$ cat config.mk
export PLATFORM = sky130hd
export DESIGN_NAME = radial_glow_backdrop_pixel
export DESIGN_NICKNAME = d
export VERILOG_FILES = /design/src/rtl/core/rgbp_pkg.sv /design/src/rtl/core/rgbp_div_pipe.sv /design/src/rtl/core/radial_glow_backdrop_pixel.sv
export SDC_FILE = /design/constraint.sdc
export NUM_CORES = 2
export LEC_CHECK = 0
export BUFFER_PORTS_ARGS = -buffer_cell sky130_fd_sc_hd__clkbuf_2
export CAP_MARGIN = 5
export CORE_MARGIN = 1
export CORE_UTILIZATION = 34
export CTS_BUF_LIST = sky130_fd_sc_hd__clkbuf_4 sky130_fd_sc_hd__clkbuf_8
export DETAILED_ROUTE_END_ITERATION = 10
export GPL_TIMING_DRIVEN = 0
export PLACE_DENSITY = 0.56
export REMOVE_ABC_BUFFERS = 1
export SLEW_MARGIN = 0
export SYNTH_ARGS = -nofsm -noshare
export SYNTH_HDL_FRONTEND = slang
export SYNTH_HIERARCHICAL = 1
export SYNTH_SLANG_ARGS = --single-unit
$ cat constraint.sdc
create_clock -name clock -period 14.6 [get_ports clock]
set_input_delay 1.46 -clock clock [delete_from_list [all_inputs] [get_ports clock]]
set_output_delay 1.46 -clock clock [all_outputs]
set_load 0.01 [all_outputs]
$ cat src/rtl/core/rgbp_pkg.sv
// Shared types, constants and helper functions for the radial glow backdrop pixel block.
// Depends on nothing; every other file of the block refers to it by scoped names.

package rgbp_pkg;

   // Field widths.
   localparam int COORD_BITS = 12;
   localparam int CFG_W      = 13;
   localparam int COLOR_W    = 8;

   // Glow geometry widths.
   localparam int CX_W     = 12;   // floor(3w/10) stays below 2458
   localparam int CY_W     = CFG_W - 3;
   localparam int RAD_W    = 13;   // floor(3w/5) stays below 4915
   localparam int DIFF_W   = (COORD_BITS > CX_W) ? COORD_BITS : CX_W;
   localparam int SQ_W     = 2 * DIFF_W;
   localparam int DIST_W   = SQ_W + 1;
   localparam int RAD2_W   = 2 * RAD_W;
   localparam int CMP_W    = (DIST_W > RAD2_W) ? DIST_W : RAD2_W;
   localparam int QUOT_W   = 6;
   localparam int REM_W    = RAD2_W + QUOT_W;
   localparam int TRIPLE_W = CFG_W + 2;

   // Colors and glow strength.
   localparam int INTENSITY_MAX = 36;
   localparam int BASE_RED      = 5;
   localparam int BASE_GREEN    = 6;
   localparam int BASE_BLUE     = 7;

   // Reciprocal of ten, scaled by 2^19; exact for dividends below 2^18.
   localparam int RECIP_SHIFT = 19;
   localparam int RECIP_TENTH = 52429;
   localparam int PROD_W      = TRIPLE_W + 16;

   // Reset values of the configuration registers and of the derived geometry.
   localparam int FRAME_WIDTH_RESET  = 640;
   localparam int FRAME_HEIGHT_RESET = 480;
   localparam int CX_RESET     = FRAME_WIDTH_RESET * 3 / 10;
   localparam int CY_RESET     = FRAME_HEIGHT_RESET / 8;
   localparam int RADIUS_RESET = FRAME_WIDTH_RESET * 3 / 5;

   // Configuration register indexes.
   localparam int CSR_INDEX_W = 1;
   typedef enum logic [CSR_INDEX_W-1:0] {
      CSR_FRAME_WIDTH  = 1'b0,
      CSR_FRAME_HEIGHT = 1'b1
   } csr_index_type;

   typedef struct packed {
      logic [COORD_BITS-1:0] pixel_x;
      logic [COORD_BITS-1:0] pixel_y;
   } req_type;

   typedef struct packed {
      logic [COLOR_W-1:0] red;
      logic [COLOR_W-1:0] green;
      logic [COLOR_W-1:0] blue;
   } rsp_type;

   typedef struct packed {
      logic [REM_W-1:0]  dividend;
      logic [RAD2_W-1:0] divisor;
      logic              in_glow;
   } div_in_type;

   typedef struct packed {
      logic [QUOT_W-1:0] quot;
      logic              in_glow;
   } div_out_type;

   // 3*w times the scaled reciprocal of ten; shared by center and radius.
   function automatic logic [PROD_W-1:0] scaled_tenths(input logic [CFG_W-1:0] w);
      logic [TRIPLE_W-1:0] triple;
      triple = {2'b00, w} + {1'b0, w, 1'b0};
      return PROD_W'(triple) * PROD_W'(RECIP_TENTH);
   endfunction

   function automatic logic [CX_W-1:0] center_x(input logic [CFG_W-1:0] w);
      logic [PROD_W-1:0] prod;
      prod = scaled_tenths(w);
      return prod[RECIP_SHIFT +: CX_W];
   endfunction

   // floor(3w/5) is floor(3w/10) with one bit less of shift.
   function automatic logic [RAD_W-1:0] glow_radius(input logic [CFG_W-1:0] w);
      logic [PROD_W-1:0] prod;
      prod = scaled_tenths(w);
      return prod[RECIP_SHIFT-1 +: RAD_W];
   endfunction

   // floor(i/3) for i below 48, as a multiply by 43/128.
   function automatic logic [QUOT_W-3:0] third(input logic [QUOT_W-1:0] i);
      logic [QUOT_W+6:0] prod;
      prod = (QUOT_W+7)'(i) * (QUOT_W+7)'(43);
      return prod[7 +: QUOT_W-2];
   endfunction

endpackage

$ cat src/rtl/core/rgbp_div_pipe.sv
// Pipelined restoring divider: one quotient bit per register stage.
// Depends on rgbp_pkg for the operand widths and the stage payload types.

module rgbp_div_pipe (
   input  logic                     clock,
   input  logic                     reset,
   input  logic                     in_valid,
   output logic                     in_ready,
   input  rgbp_pkg::div_in_type     in_data,
   output logic                     out_valid,
   input  logic                     out_ready,
   output rgbp_pkg::div_out_type    out_data
);

   localparam int N = rgbp_pkg::QUOT_W;

   logic                           valid_ff    [N];
   logic [rgbp_pkg::REM_W-1:0]     rem_ff      [N];
   logic [rgbp_pkg::RAD2_W-1:0]    divisor_ff  [N];
   logic [rgbp_pkg::QUOT_W-1:0]    quot_ff     [N];
   logic                           in_glow_ff  [N];
   logic                           ready       [N+1];

   assign ready[N] = out_ready;

   for (genvar k = 0; k < N; k++) begin : g_stage
      localparam int SHIFT = N - 1 - k;

      logic                        src_valid;
      logic [rgbp_pkg::REM_W-1:0]  src_rem;
      logic [rgbp_pkg::RAD2_W-1:0] src_divisor;
      logic [rgbp_pkg::QUOT_W-1:0] src_quot;
      logic                        src_in_glow;
      logic [rgbp_pkg::REM_W-1:0]  shifted;
      logic                        fits;
      logic                        valid_in;
      logic [rgbp_pkg::REM_W-1:0]  rem_in;
      logic [rgbp_pkg::QUOT_W-1:0] quot_in;

      if (k == 0) begin : g_first
         assign src_valid   = in_valid;
         assign src_rem     = in_data.dividend;
         assign src_divisor = in_data.divisor;
         assign src_quot    = '0;
         assign src_in_glow = in_data.in_glow;
      end else begin : g_next
         assign src_valid   = valid_ff[k-1];
         assign src_rem     = rem_ff[k-1];
         assign src_divisor = divisor_ff[k-1];
         assign src_quot    = quot_ff[k-1];
         assign src_in_glow = in_glow_ff[k-1];
      end

      assign ready[k] = !valid_ff[k] || ready[k+1];

      always_comb begin
         shifted  = rgbp_pkg::REM_W'(src_divisor) << SHIFT;
         fits     = (src_rem >= shifted);
         rem_in   = fits ? (src_rem - shifted) : src_rem;
         quot_in  = src_quot;
         quot_in[SHIFT] = fits;
         valid_in = ready[k] ? src_valid : valid_ff[k];
      end

      always_ff @(posedge clock) begin
         if (reset) begin
            valid_ff[k] <= 1'b0;
         end else begin
            valid_ff[k] <= valid_in;
         end
      end

      always_ff @(posedge clock) begin
         if (ready[k]) begin
            rem_ff[k]     <= rem_in;
            divisor_ff[k] <= src_divisor;
            quot_ff[k]    <= quot_in;
            in_glow_ff[k] <= src_in_glow;
         end
      end
   end

   assign in_ready         = ready[0];
   assign out_valid        = valid_ff[N-1];
   assign out_data.quot    = quot_ff[N-1];
   assign out_data.in_glow = in_glow_ff[N-1];

endmodule

$ cat src/rtl/core/radial_glow_backdrop_pixel.sv
// Top level of the radial glow backdrop pixel block: geometry registers and the pixel pipeline.
// Depends on rgbp_pkg and instantiates rgbp_div_pipe.
//
//   port group  direction  handshake            carries
//   req_        in         req_valid/req_stall  pixel_x, pixel_y
//   rsp_        out        rsp_valid/rsp_stall  red, green, blue
//   csr_        in         csr_write_en         frame_width, frame_height
//
// One item per clock sustained while rsp_stall stays low; each item passes 11 register stages:
// offset, square, sum, compare and scale, six divider stages (one quotient bit each), color.
// Reset clears all valid bits and loads the 640 by 480 frame geometry.
// Each stage holds its item while the next one is full and stalled, so empty stages still
// take items while a finished result waits on rsp_stall.

module radial_glow_backdrop_pixel (
   input  logic                                clock,
   input  logic                                reset,
   input  logic                                req_valid,
   output logic                                req_stall,
   input  rgbp_pkg::req_type                   req_data,
   output logic                                rsp_valid,
   input  logic                                rsp_stall,
   output rgbp_pkg::rsp_type                   rsp_data,
   input  logic                                csr_write_en,
   input  logic [rgbp_pkg::CSR_INDEX_W-1:0]    csr_index,
   input  logic [rgbp_pkg::CFG_W-1:0]          csr_wdata
);

   // Glow geometry, derived from the frame size when it is written.
   logic [rgbp_pkg::CX_W-1:0]   cx_ff;
   logic [rgbp_pkg::CY_W-1:0]   cy_ff;
   logic [rgbp_pkg::RAD_W-1:0]  radius_ff;

   always_ff @(posedge clock) begin
      if (reset) begin
         cx_ff     <= rgbp_pkg::CX_W'(rgbp_pkg::CX_RESET);
         cy_ff     <= rgbp_pkg::CY_W'(rgbp_pkg::CY_RESET);
         radius_ff <= rgbp_pkg::RAD_W'(rgbp_pkg::RADIUS_RESET);
      end else if (csr_write_en) begin
         case (rgbp_pkg::csr_index_type'(csr_index))
            rgbp_pkg::CSR_FRAME_WIDTH: begin
               cx_ff     <= rgbp_pkg::center_x(csr_wdata);
               radius_ff <= rgbp_pkg::glow_radius(csr_wdata);
            end
            rgbp_pkg::CSR_FRAME_HEIGHT: begin
               cy_ff <= csr_wdata[rgbp_pkg::CFG_W-1:3];
            end
            default: begin
            end
         endcase
      end
   end

   // Stage ready chain, from the output back to the input.
   logic out_ready;
   logic a_ready;
   logic b_ready;
   logic c_ready;
   logic d_ready;
   logic div_in_ready;
   logic div_out_valid;
   rgbp_pkg::div_out_type div_out;

   logic a_valid_ff;
   logic b_valid_ff;
   logic c_valid_ff;
   logic d_valid_ff;
   logic rsp_valid_ff;

   assign out_ready = !rsp_valid_ff || !rsp_stall;
   assign d_ready   = !d_valid_ff || div_in_ready;
   assign c_ready   = !c_valid_ff || d_ready;
   assign b_ready   = !b_valid_ff || c_ready;
   assign a_ready   = !a_valid_ff || b_ready;
   assign req_stall = !a_ready;

   // Stage A: absolute offsets from the glow center.
   logic [rgbp_pkg::DIFF_W-1:0] a_adx_ff;
   logic [rgbp_pkg::DIFF_W-1:0] a_ady_ff;
   logic [rgbp_pkg::DIFF_W-1:0] a_adx_in;
   logic [rgbp_pkg::DIFF_W-1:0] a_ady_in;

   always_comb begin
      logic [rgbp_pkg::DIFF_W-1:0] px;
      logic [rgbp_pkg::DIFF_W-1:0] py;
      logic [rgbp_pkg::DIFF_W-1:0] cx;
      logic [rgbp_pkg::DIFF_W-1:0] cy;
      px = rgbp_pkg::DIFF_W'(req_data.pixel_x);
      py = rgbp_pkg::DIFF_W'(req_data.pixel_y);
      cx = rgbp_pkg::DIFF_W'(cx_ff);
      cy = rgbp_pkg::DIFF_W'(cy_ff);
      a_adx_in = (px >= cx) ? (px - cx) : (cx - px);
      a_ady_in = (py >= cy) ? (py - cy) : (cy - py);
   end

   always_ff @(posedge clock) begin
      if (reset) begin
         a_valid_ff <= 1'b0;
      end else if (a_ready) begin
         a_valid_ff <= req_valid;
      end
   end

   always_ff @(posedge clock) begin
      if (a_ready) begin
         a_adx_ff <= a_adx_in;
         a_ady_ff <= a_ady_in;
      end
   end

   // Stage B: squares of both offsets and of the radius.
   logic [rgbp_pkg::SQ_W-1:0]   b_dx2_ff;
   logic [rgbp_pkg::SQ_W-1:0]   b_dy2_ff;
   logic [rgbp_pkg::RAD2_W-1:0] b_r2_ff;

   always_ff @(posedge clock) begin
      if (reset) begin
         b_valid_ff <= 1'b0;
      end else if (b_ready) begin
         b_valid_ff <= a_valid_ff;
      end
   end

   always_ff @(posedge clock) begin
      if (b_ready) begin
         b_dx2_ff <= rgbp_pkg::SQ_W'(a_adx_ff) * rgbp_pkg::SQ_W'(a_adx_ff);
         b_dy2_ff <= rgbp_pkg::SQ_W'(a_ady_ff) * rgbp_pkg::SQ_W'(a_ady_ff);
         b_r2_ff  <= rgbp_pkg::RAD2_W'(radius_ff) * rgbp_pkg::RAD2_W'(radius_ff);
      end
   end

   // Stage C: squared distance.
   logic [rgbp_pkg::DIST_W-1:0] c_dist2_ff;
   logic [rgbp_pkg::RAD2_W-1:0] c_r2_ff;

   always_ff @(posedge clock) begin
      if (reset) begin
         c_valid_ff <= 1'b0;
      end else if (c_ready) begin
         c_valid_ff <= b_valid_ff;
      end
   end

   always_ff @(posedge clock) begin
      if (c_ready) begin
         c_dist2_ff <= rgbp_pkg::DIST_W'(b_dx2_ff) + rgbp_pkg::DIST_W'(b_dy2_ff);
         c_r2_ff    <= b_r2_ff;
      end
   end

   // Stage D: glow test and dividend dist2*36; pixels outside the glow divide zero.
   rgbp_pkg::div_in_type d_div_ff;
   rgbp_pkg::div_in_type d_div_in;

   always_comb begin
      logic [rgbp_pkg::REM_W-1:0] d;
      d = rgbp_pkg::REM_W'(c_dist2_ff);
      d_div_in.in_glow  = (c_r2_ff != '0) &&
                          (rgbp_pkg::CMP_W'(c_dist2_ff) < rgbp_pkg::CMP_W'(c_r2_ff));
      d_div_in.dividend = d_div_in.in_glow ? ((d << 5) + (d << 2)) : '0;
      d_div_in.divisor  = c_r2_ff;
   end

   always_ff @(posedge clock) begin
      if (reset) begin
         d_valid_ff <= 1'b0;
      end else if (d_ready) begin
         d_valid_ff <= c_valid_ff;
      end
   end

   always_ff @(posedge clock) begin
      if (d_ready) begin
         d_div_ff <= d_div_in;
      end
   end

   rgbp_div_pipe u_div (
      .clock     (clock),
      .reset     (reset),
      .in_valid  (d_valid_ff),
      .in_ready  (div_in_ready),
      .in_data   (d_div_ff),
      .out_valid (div_out_valid),
      .out_ready (out_ready),
      .out_data  (div_out)
   );

   // Output stage: color from the glow intensity.
   rgbp_pkg::rsp_type rsp_data_ff;
   rgbp_pkg::rsp_type rsp_data_in;

   always_comb begin
      logic [rgbp_pkg::QUOT_W-1:0] intensity;
      intensity = rgbp_pkg::QUOT_W'(rgbp_pkg::INTENSITY_MAX) - div_out.quot;
      rsp_data_in.red   = rgbp_pkg::COLOR_W'(rgbp_pkg::BASE_RED);
      rsp_data_in.green = rgbp_pkg::COLOR_W'(rgbp_pkg::BASE_GREEN);
      rsp_data_in.blue  = rgbp_pkg::COLOR_W'(rgbp_pkg::BASE_BLUE);
      if (div_out.in_glow) begin
         rsp_data_in.green = rgbp_pkg::COLOR_W'(rgbp_pkg::BASE_GREEN)
                           + rgbp_pkg::COLOR_W'(intensity);
         rsp_data_in.blue  = rgbp_pkg::COLOR_W'(rgbp_pkg::BASE_BLUE)
                           + rgbp_pkg::COLOR_W'(rgbp_pkg::third(intensity));
      end
   end

   always_ff @(posedge clock) begin
      if (reset) begin
         rsp_valid_ff <= 1'b0;
      end else if (out_ready) begin
         rsp_valid_ff <= div_out_valid;
      end
   end

   always_ff @(posedge clock) begin
      if (out_ready) begin
         rsp_data_ff <= rsp_data_in;
      end
   end

   assign rsp_valid = rsp_valid_ff;
   assign rsp_data  = rsp_data_ff;

endmodule
After elaboration in Yosys (flattened, before gate mapping)

Memories as Yosys holds them, arrays and structs flattened.
Index checks and enable logic that the tools add are counted.

Reduce and logical (&&, ||, !) cells: 28
Multiply operators: 5
Add/subtract/negate cells: 16
Equality and inequality tests: 0
Divide/modulo/power cells: 0
Muxes and demuxes: 35
Shifts and indexed selects: 0
Bitwise gates (word level): 7
Order comparisons: 9

Operators with widths:

| cell                     | count |
|---|---|
| $mux W32                 | 6 |
| $mul A12 B12 Y24         | 2 |
| $ge A32 B26 Y1           | 1 |
| $ge A32 B27 Y1           | 1 |
| $ge A32 B28 Y1           | 1 |
| $ge A32 B29 Y1           | 1 |
| $ge A32 B30 Y1           | 1 |
| $ge A32 B31 Y1           | 1 |
| $sub A32 B26 Y32         | 1 |
| $sub A32 B27 Y32         | 1 |
| $sub A32 B28 Y32         | 1 |
| $sub A32 B29 Y32         | 1 |
| $sub A32 B30 Y32         | 1 |
| $sub A32 B31 Y32         | 1 |
| $add A30 B27 Y31         | 1 |
| $mul A15 B16 Y31 const B | 1 |
| $mux W1                  | 27 |
| $lt A25 B26 Y1           | 1 |
| $mul A13 B13 Y26         | 1 |
| $reduce_bool A26 Y1      | 1 |
| $add A24 B24 Y25         | 1 |
| $mux W12                 | 2 |
| $sub A12 B12 Y12         | 2 |
| $add A13 B14 Y15         | 1 |
| 14 further kinds         | 42 |

Input bits: 43
Latch bits: 0
Memory bits (read-only): 0
Flip-flop bits (word level): 264
Word-level logic and storage cells: 125
Memories: 5
RAM bits: 396
Output and inout bits: 26

Memories:

| memory           | words | width | rd ports | clocked after memory_dff | wr ports | line                | RTL |
|---|---|---|---|---|---|---|---|
| u_div.rem_ff     | 6     | 32    | 5        | 0                        | 6        | rgbp_div_pipe.sv:18 | `logic [rgbp_pkg::REM_W-1:0] rem_ff [N];` |
| u_div.divisor_ff | 6     | 26    | 5        | 0                        | 6        | rgbp_div_pipe.sv:19 | `logic [rgbp_pkg::RAD2_W-1:0] divisor_ff [N];` |
| u_div.quot_ff    | 6     | 6     | 6        | 0                        | 6        | rgbp_div_pipe.sv:20 | `logic [rgbp_pkg::QUOT_W-1:0] quot_ff [N];` |
| u_div.in_glow_ff | 6     | 1     | 6        | 0                        | 6        | rgbp_div_pipe.sv:21 | `logic in_glow_ff [N];` |
| u_div.valid_ff   | 6     | 1     | 6        | 0                        | 6        | rgbp_div_pipe.sv:17 | `logic valid_ff [N];` |

Depth between registers and ports, before layout

Depth in word-level cells: 13
Mapped depth: 30
Mapped depth without buffers: 30

Cells and area by module

The synthesis kept the hierarchy.

Modules (own cells, without submodules):

| module                     | area an instance (um^2) | times used | sequential area each (um^2) | cells each |
|---|---|---|---|---|
| radial_glow_backdrop_pixel | 28509.8                 | 1          | 6926.6                      | 2800 |
| rgbp_div_pipe              | 19476.2                 | 1          | 9639.2                      | 1846 |

Least setup slack after synthesis

No wires, ideal clock.

Path kind: input port to flip-flop
Start point: input port csr_wdata[0] (netlist name)
End point: register cx_ff[5] (netlist name)
Cell stages on the path: 29
Data required time: 14.483 ns
Buffers on the path: 0
Setup time: 0.117 ns
Path slack: 5.957 ns
Arrival: 8.526 ns
Cell sequence: ha_1 fa_1 a21o_1 a21oi_1 o21bai_1 a21oi_1 o21bai_1 a41o_1 o41ai_1 xnor2_1 ha_1 ha_1 a21o_1 fa_1 inv_1 fa_1 inv_1 fa_1 fa_1 ha_1 a21oi_1 o211ai_1 a21oi_1 o22ai_1 nor3_1 o21bai_1 a21oi_1 xnor2_1 a22o_1

Cells in the longest elaborated chain, start to end: 2

Ends and longest elaborated chain:

| item                 | line                             | RTL |
|---|---|---|
| from (decl)          | radial_glow_backdrop_pixel.sv:26 | `input logic [rgbp_pkg::CFG_W-1:0] csr_wdata` |
| $add A13 B14 Y15     | rgbp_pkg.sv:74                   | `triple = {2'b00, w} + {1'b0, w, 1'b0};` |
| $mul A15 B16 Y31     | rgbp_pkg.sv:75                   | `return PROD_W'(triple) * PROD_W'(RECIP_TENTH);` |
| to (signal assigned) | radial_glow_backdrop_pixel.sv:36 | `cx_ff <= rgbp_pkg::CX_W'(rgbp_pkg::CX_RESET);` |
| to (signal assigned) | radial_glow_backdrop_pixel.sv:42 | `cx_ff <= rgbp_pkg::center_x(csr_wdata);` |
| to (decl)            | radial_glow_backdrop_pixel.sv:30 | `logic [rgbp_pkg::CX_W-1:0] cx_ff;` |

No other way between the ends.
A chain may end at the register's enable or synchronous reset.

Worst setup path in the final report

Start point: input port csr_wdata[0] (netlist name)
End point: register cx_ff[11] (netlist name)

Same word-level chain as after synthesis.

==> run_results.csv <==
group,metric,value,unit
clock_network,postCtsResizedCells,0,
placement,io_buffers,56,
sta,setup_viol,0,
synth,yosysWarnings,6,
synth,synthDistinctLibCells,103,
die,rows,137,
setup_path,worstPathArrival,9.49,ns
sta,hold_viol_final,0,
setup_path,endpoint_kind,"flop",
setup_path,reg2regPathDepth,19,
run,cap_violations,0,
synth,async_reset_ff_share,0,%
sta,min_period,8.85,ns
setup_path,endpoint,"cx_ff[11]",
global_route,grt_max_degree,63,
detailed_routing,drt_iter0_drc,1542,
die,core_area,140000,µm²
clock_network,clk_pin_slew,0.06,ns
synth,synth_area_leaders,"edfxtp_1 33%, ha_1 16%, fa_1 14%, inv_1 5.2%, xnor2_1 3.5%",
clock_network,cts_hold_buf,0,
setup_path,timing.rr.end,"b_r2_ff[23]",
detailed_routing,routedWlPerCell,14.9,µm
clock_network,cts_tree,"yes",
synth,yosysTopAreaCell,"edfxtp_1",
clock_network,clk-insertion-delay-late,0.79,ns
setup_path,crit_slowest_cell,"fa_1",
sta,tightest_slew,0.987,ns
sta,rsz0062_at_grt,"no",
clock_network,cts_setup_buffers,0,
clock_network,cts_root_buf,"clkbuf_8",
setup_path,reg2reg_from,"cx_ff[0]",
synth,synth_edf_count,529,
clock_network,clockBufferDepth,3,
detailed_routing,vias_per_cell,4.78,
layout,nNetsFinal,5687,
setup_path,cpMostUsedCell,"fa_1",
sta,drv_slew,0,
synth,syn_avg_cell_area,10.3,µm²
setup_path,path_max_fanout,6,
synth,synth_seq_cells,563,
global_route,grt_pass1_vias,33000,
setup_path,slowest_delay,0.60,ns
sta,finalClockSkew,0.0752,ns
sta,slew_headroom,33.4,%
detailed_routing,wirelength,99.2,mm
global_route,grt_pass1_wl,165,mm
setup_path,cp.buffers_inverters,3,
synth,ys_seq_area_share,34.5,%
placement,dp_hpwl,79.8,mm
synth,synth_cells,4646,
layout,syn2layout_area_growth,9.47,%
clock_network,cts_buffers,95,
layout,drive_gt1_share,6.75,%
detailed_routing,dr.pass1.iters,5,
synth,yosysTopAreaCellShare,33.1,%
die,start_util,34.3,%
setup_path,r2r_slack,7.73,ns
detailed_routing,vias,31900,
setup_path,cp-start-kind,"primary input",
detailed_routing,drcViolationCount,0,
clock_network,cts-htree-levels,3,
placement,placedCellCount,6494,
setup_path,crit_family,"adder cells",
synth,synth_area,48000,µm²
global_route,overflow,0,
status,outcome,"complete, no violations",
setup_path,crit_start,"csr_wdata[0]",
die,dieArea,143000,µm²
sta,fin_crit_sh,60.6,%
placement,place.gp.congestion,0.897,
die,die_x,378,µm
sta,totalNegativeSetupSlack,0,ns
die,ios,69,
setup_path,crit_type,"primary input to flop",
detailed_routing,ant_nets,0,
global_route,antenna_found_initial,1,
setup_path,path_depth,30,
layout,final_util,37.6,%
hold_path,worstHoldStart,"u_div/quot_ff[2][4]",
clock_network,cts.sinks,563,
die,dieHeight,378,µm
setup_path,required,15.25,ns
layout,instances_no_fill,6680,
sta,fmaxAchievable,113,MHz
hold_path,holdCritPathClass,"flop to flop",
synth,ys.flop_type,"edfxtp_1",
global_route,track_usage,14.2,%
layout,fillers,13900,
## area by class of cell
| type | count | area [µm²] | share of cell area, % |
|---|---|---|---|
| multi-input cells | 3308 | 28500 | 54.2 |
| flip-flops and latches | 563 | 16600 | 31.5 |
| inverters | 677 | 2540 | 4.84 |
| well taps | 1876 | 2350 | 4.47 |
| clock buffers | 127 | 1580 | 3.01 |
| repair buffers | 72 | 566 | 1.08 |
| clock inverters | 52 | 455 | 0.867 |
| diodes | 5 | 12.5 | 0.0238 |
## stage by stage
step           setup slack [ns]  instance area (µm²)  hold slack, ns
2_1_floorplan              5.96                47500           0.400
6_report                   5.75                52500           0.393
3_3_place_gp               5.04                50200           0.404
5_1_grt                    5.24                52500           0.407
3_5_place_dp               5.00                50400           0.405
4_1_cts                    5.76                52500           0.392
## synthesized netlist by cell type (14+ instances only)
cell      number
or2_2         14
and2_1       133
a21oi_1      300
o211ai_1      17
mux2_2        23
nand3_1       50
o21a_1        39
buf_2         17
ha_1         601
o21bai_1      31
o21ai_0      201
inv_1        669
clkbuf_1      81
nor4_1        15
mux2i_1       17
xor2_1       108
nor3_1        46
nand2_1      299
xnor2_1      194
buf_4         15
fa_1         326
and3_1        22
a21o_1       119
nor2b_1       57
nor2_1       321
dfxtp_1       34
a211oi_1      31
o31ai_1       14
nand4_1       39
edfxtp_1     529
a31oi_1       31
nand2b_1      34
## cell families (layout without fill, tap and decap cells)
kind of cell               Yosys count  in the layout  synth area share, %
adders and majority gates          927            927                 29.3
other                                2             25               0.0157
AOI/OAI and AO/OA                  925            925                 12.4
muxes                               46             46                 1.04
DFF                                563            563                 34.5
buffers and inverters              793            928                 6.38
and+or+nand+nor                   1088           1088                 10.9
xor gates and xnor gates           302            302                 5.51
## flip-flops by register name, indices dropped and copies added (netlist names), 23 cells and up
name	flops
b_dx2_ff	23
u_div/rem_ff	160
c_dist2_ff	25
d_div_ff	55
b_r2_ff	25
u_div/divisor_ff	130
b_dy2_ff	23
c_r2_ff	25
## layout by cell type, fill, tap and decap left out, types with 23 or more instances in the layout
master / count
nand4_1: 39
clkbuf_8: 100
and2_1: 133
xnor2_1: 194
clkbuf_2: 56
clkbuf_4: 27
dfxtp_1: 34
nand2_1: 295
nor2_1: 321
fa_1: 326
inv_1: 665
xor2_1: 108
clkinv_1: 24
nor3_1: 46
a21oi_1: 300
a211oi_1: 31
o21ai_0: 201
o21a_1: 39
nand3_1: 49
edfxtp_1: 529
a31oi_1: 30
nand2b_1: 34
nor2b_1: 57
a21o_1: 119
mux2_2: 23
o21bai_1: 31
ha_1: 601
## per-layer routing
metal	track usage (%)	up-vias	wire length (µm)
met3	2.07	180	2790
met5	0	-	0
met2	25.1	431	48900
li1	-	16200	-
met4	4.60	0	2940
met1	17.5	15100	44600
## how the worst min path moves through the flow
| stage | to | cells past startpoint |
|---|---|---|
| 6_report | u_div/quot_ff[3][4] | 0 |
| 3_3_place_gp | u_div/quot_ff[5][3] | 0 |
| 5_1_grt | u_div/quot_ff[3][4] | 0 |
| 3_5_place_dp | u_div/in_glow_ff[5] | 0 |
| 2_1_floorplan | c_r2_ff[0] | 0 |
| 4_1_cts | u_div/quot_ff[3][4] | 0 |
Power is not shown: default switching activity piles up to over one toggle a cycle in this logic, so the estimate is an artifact.
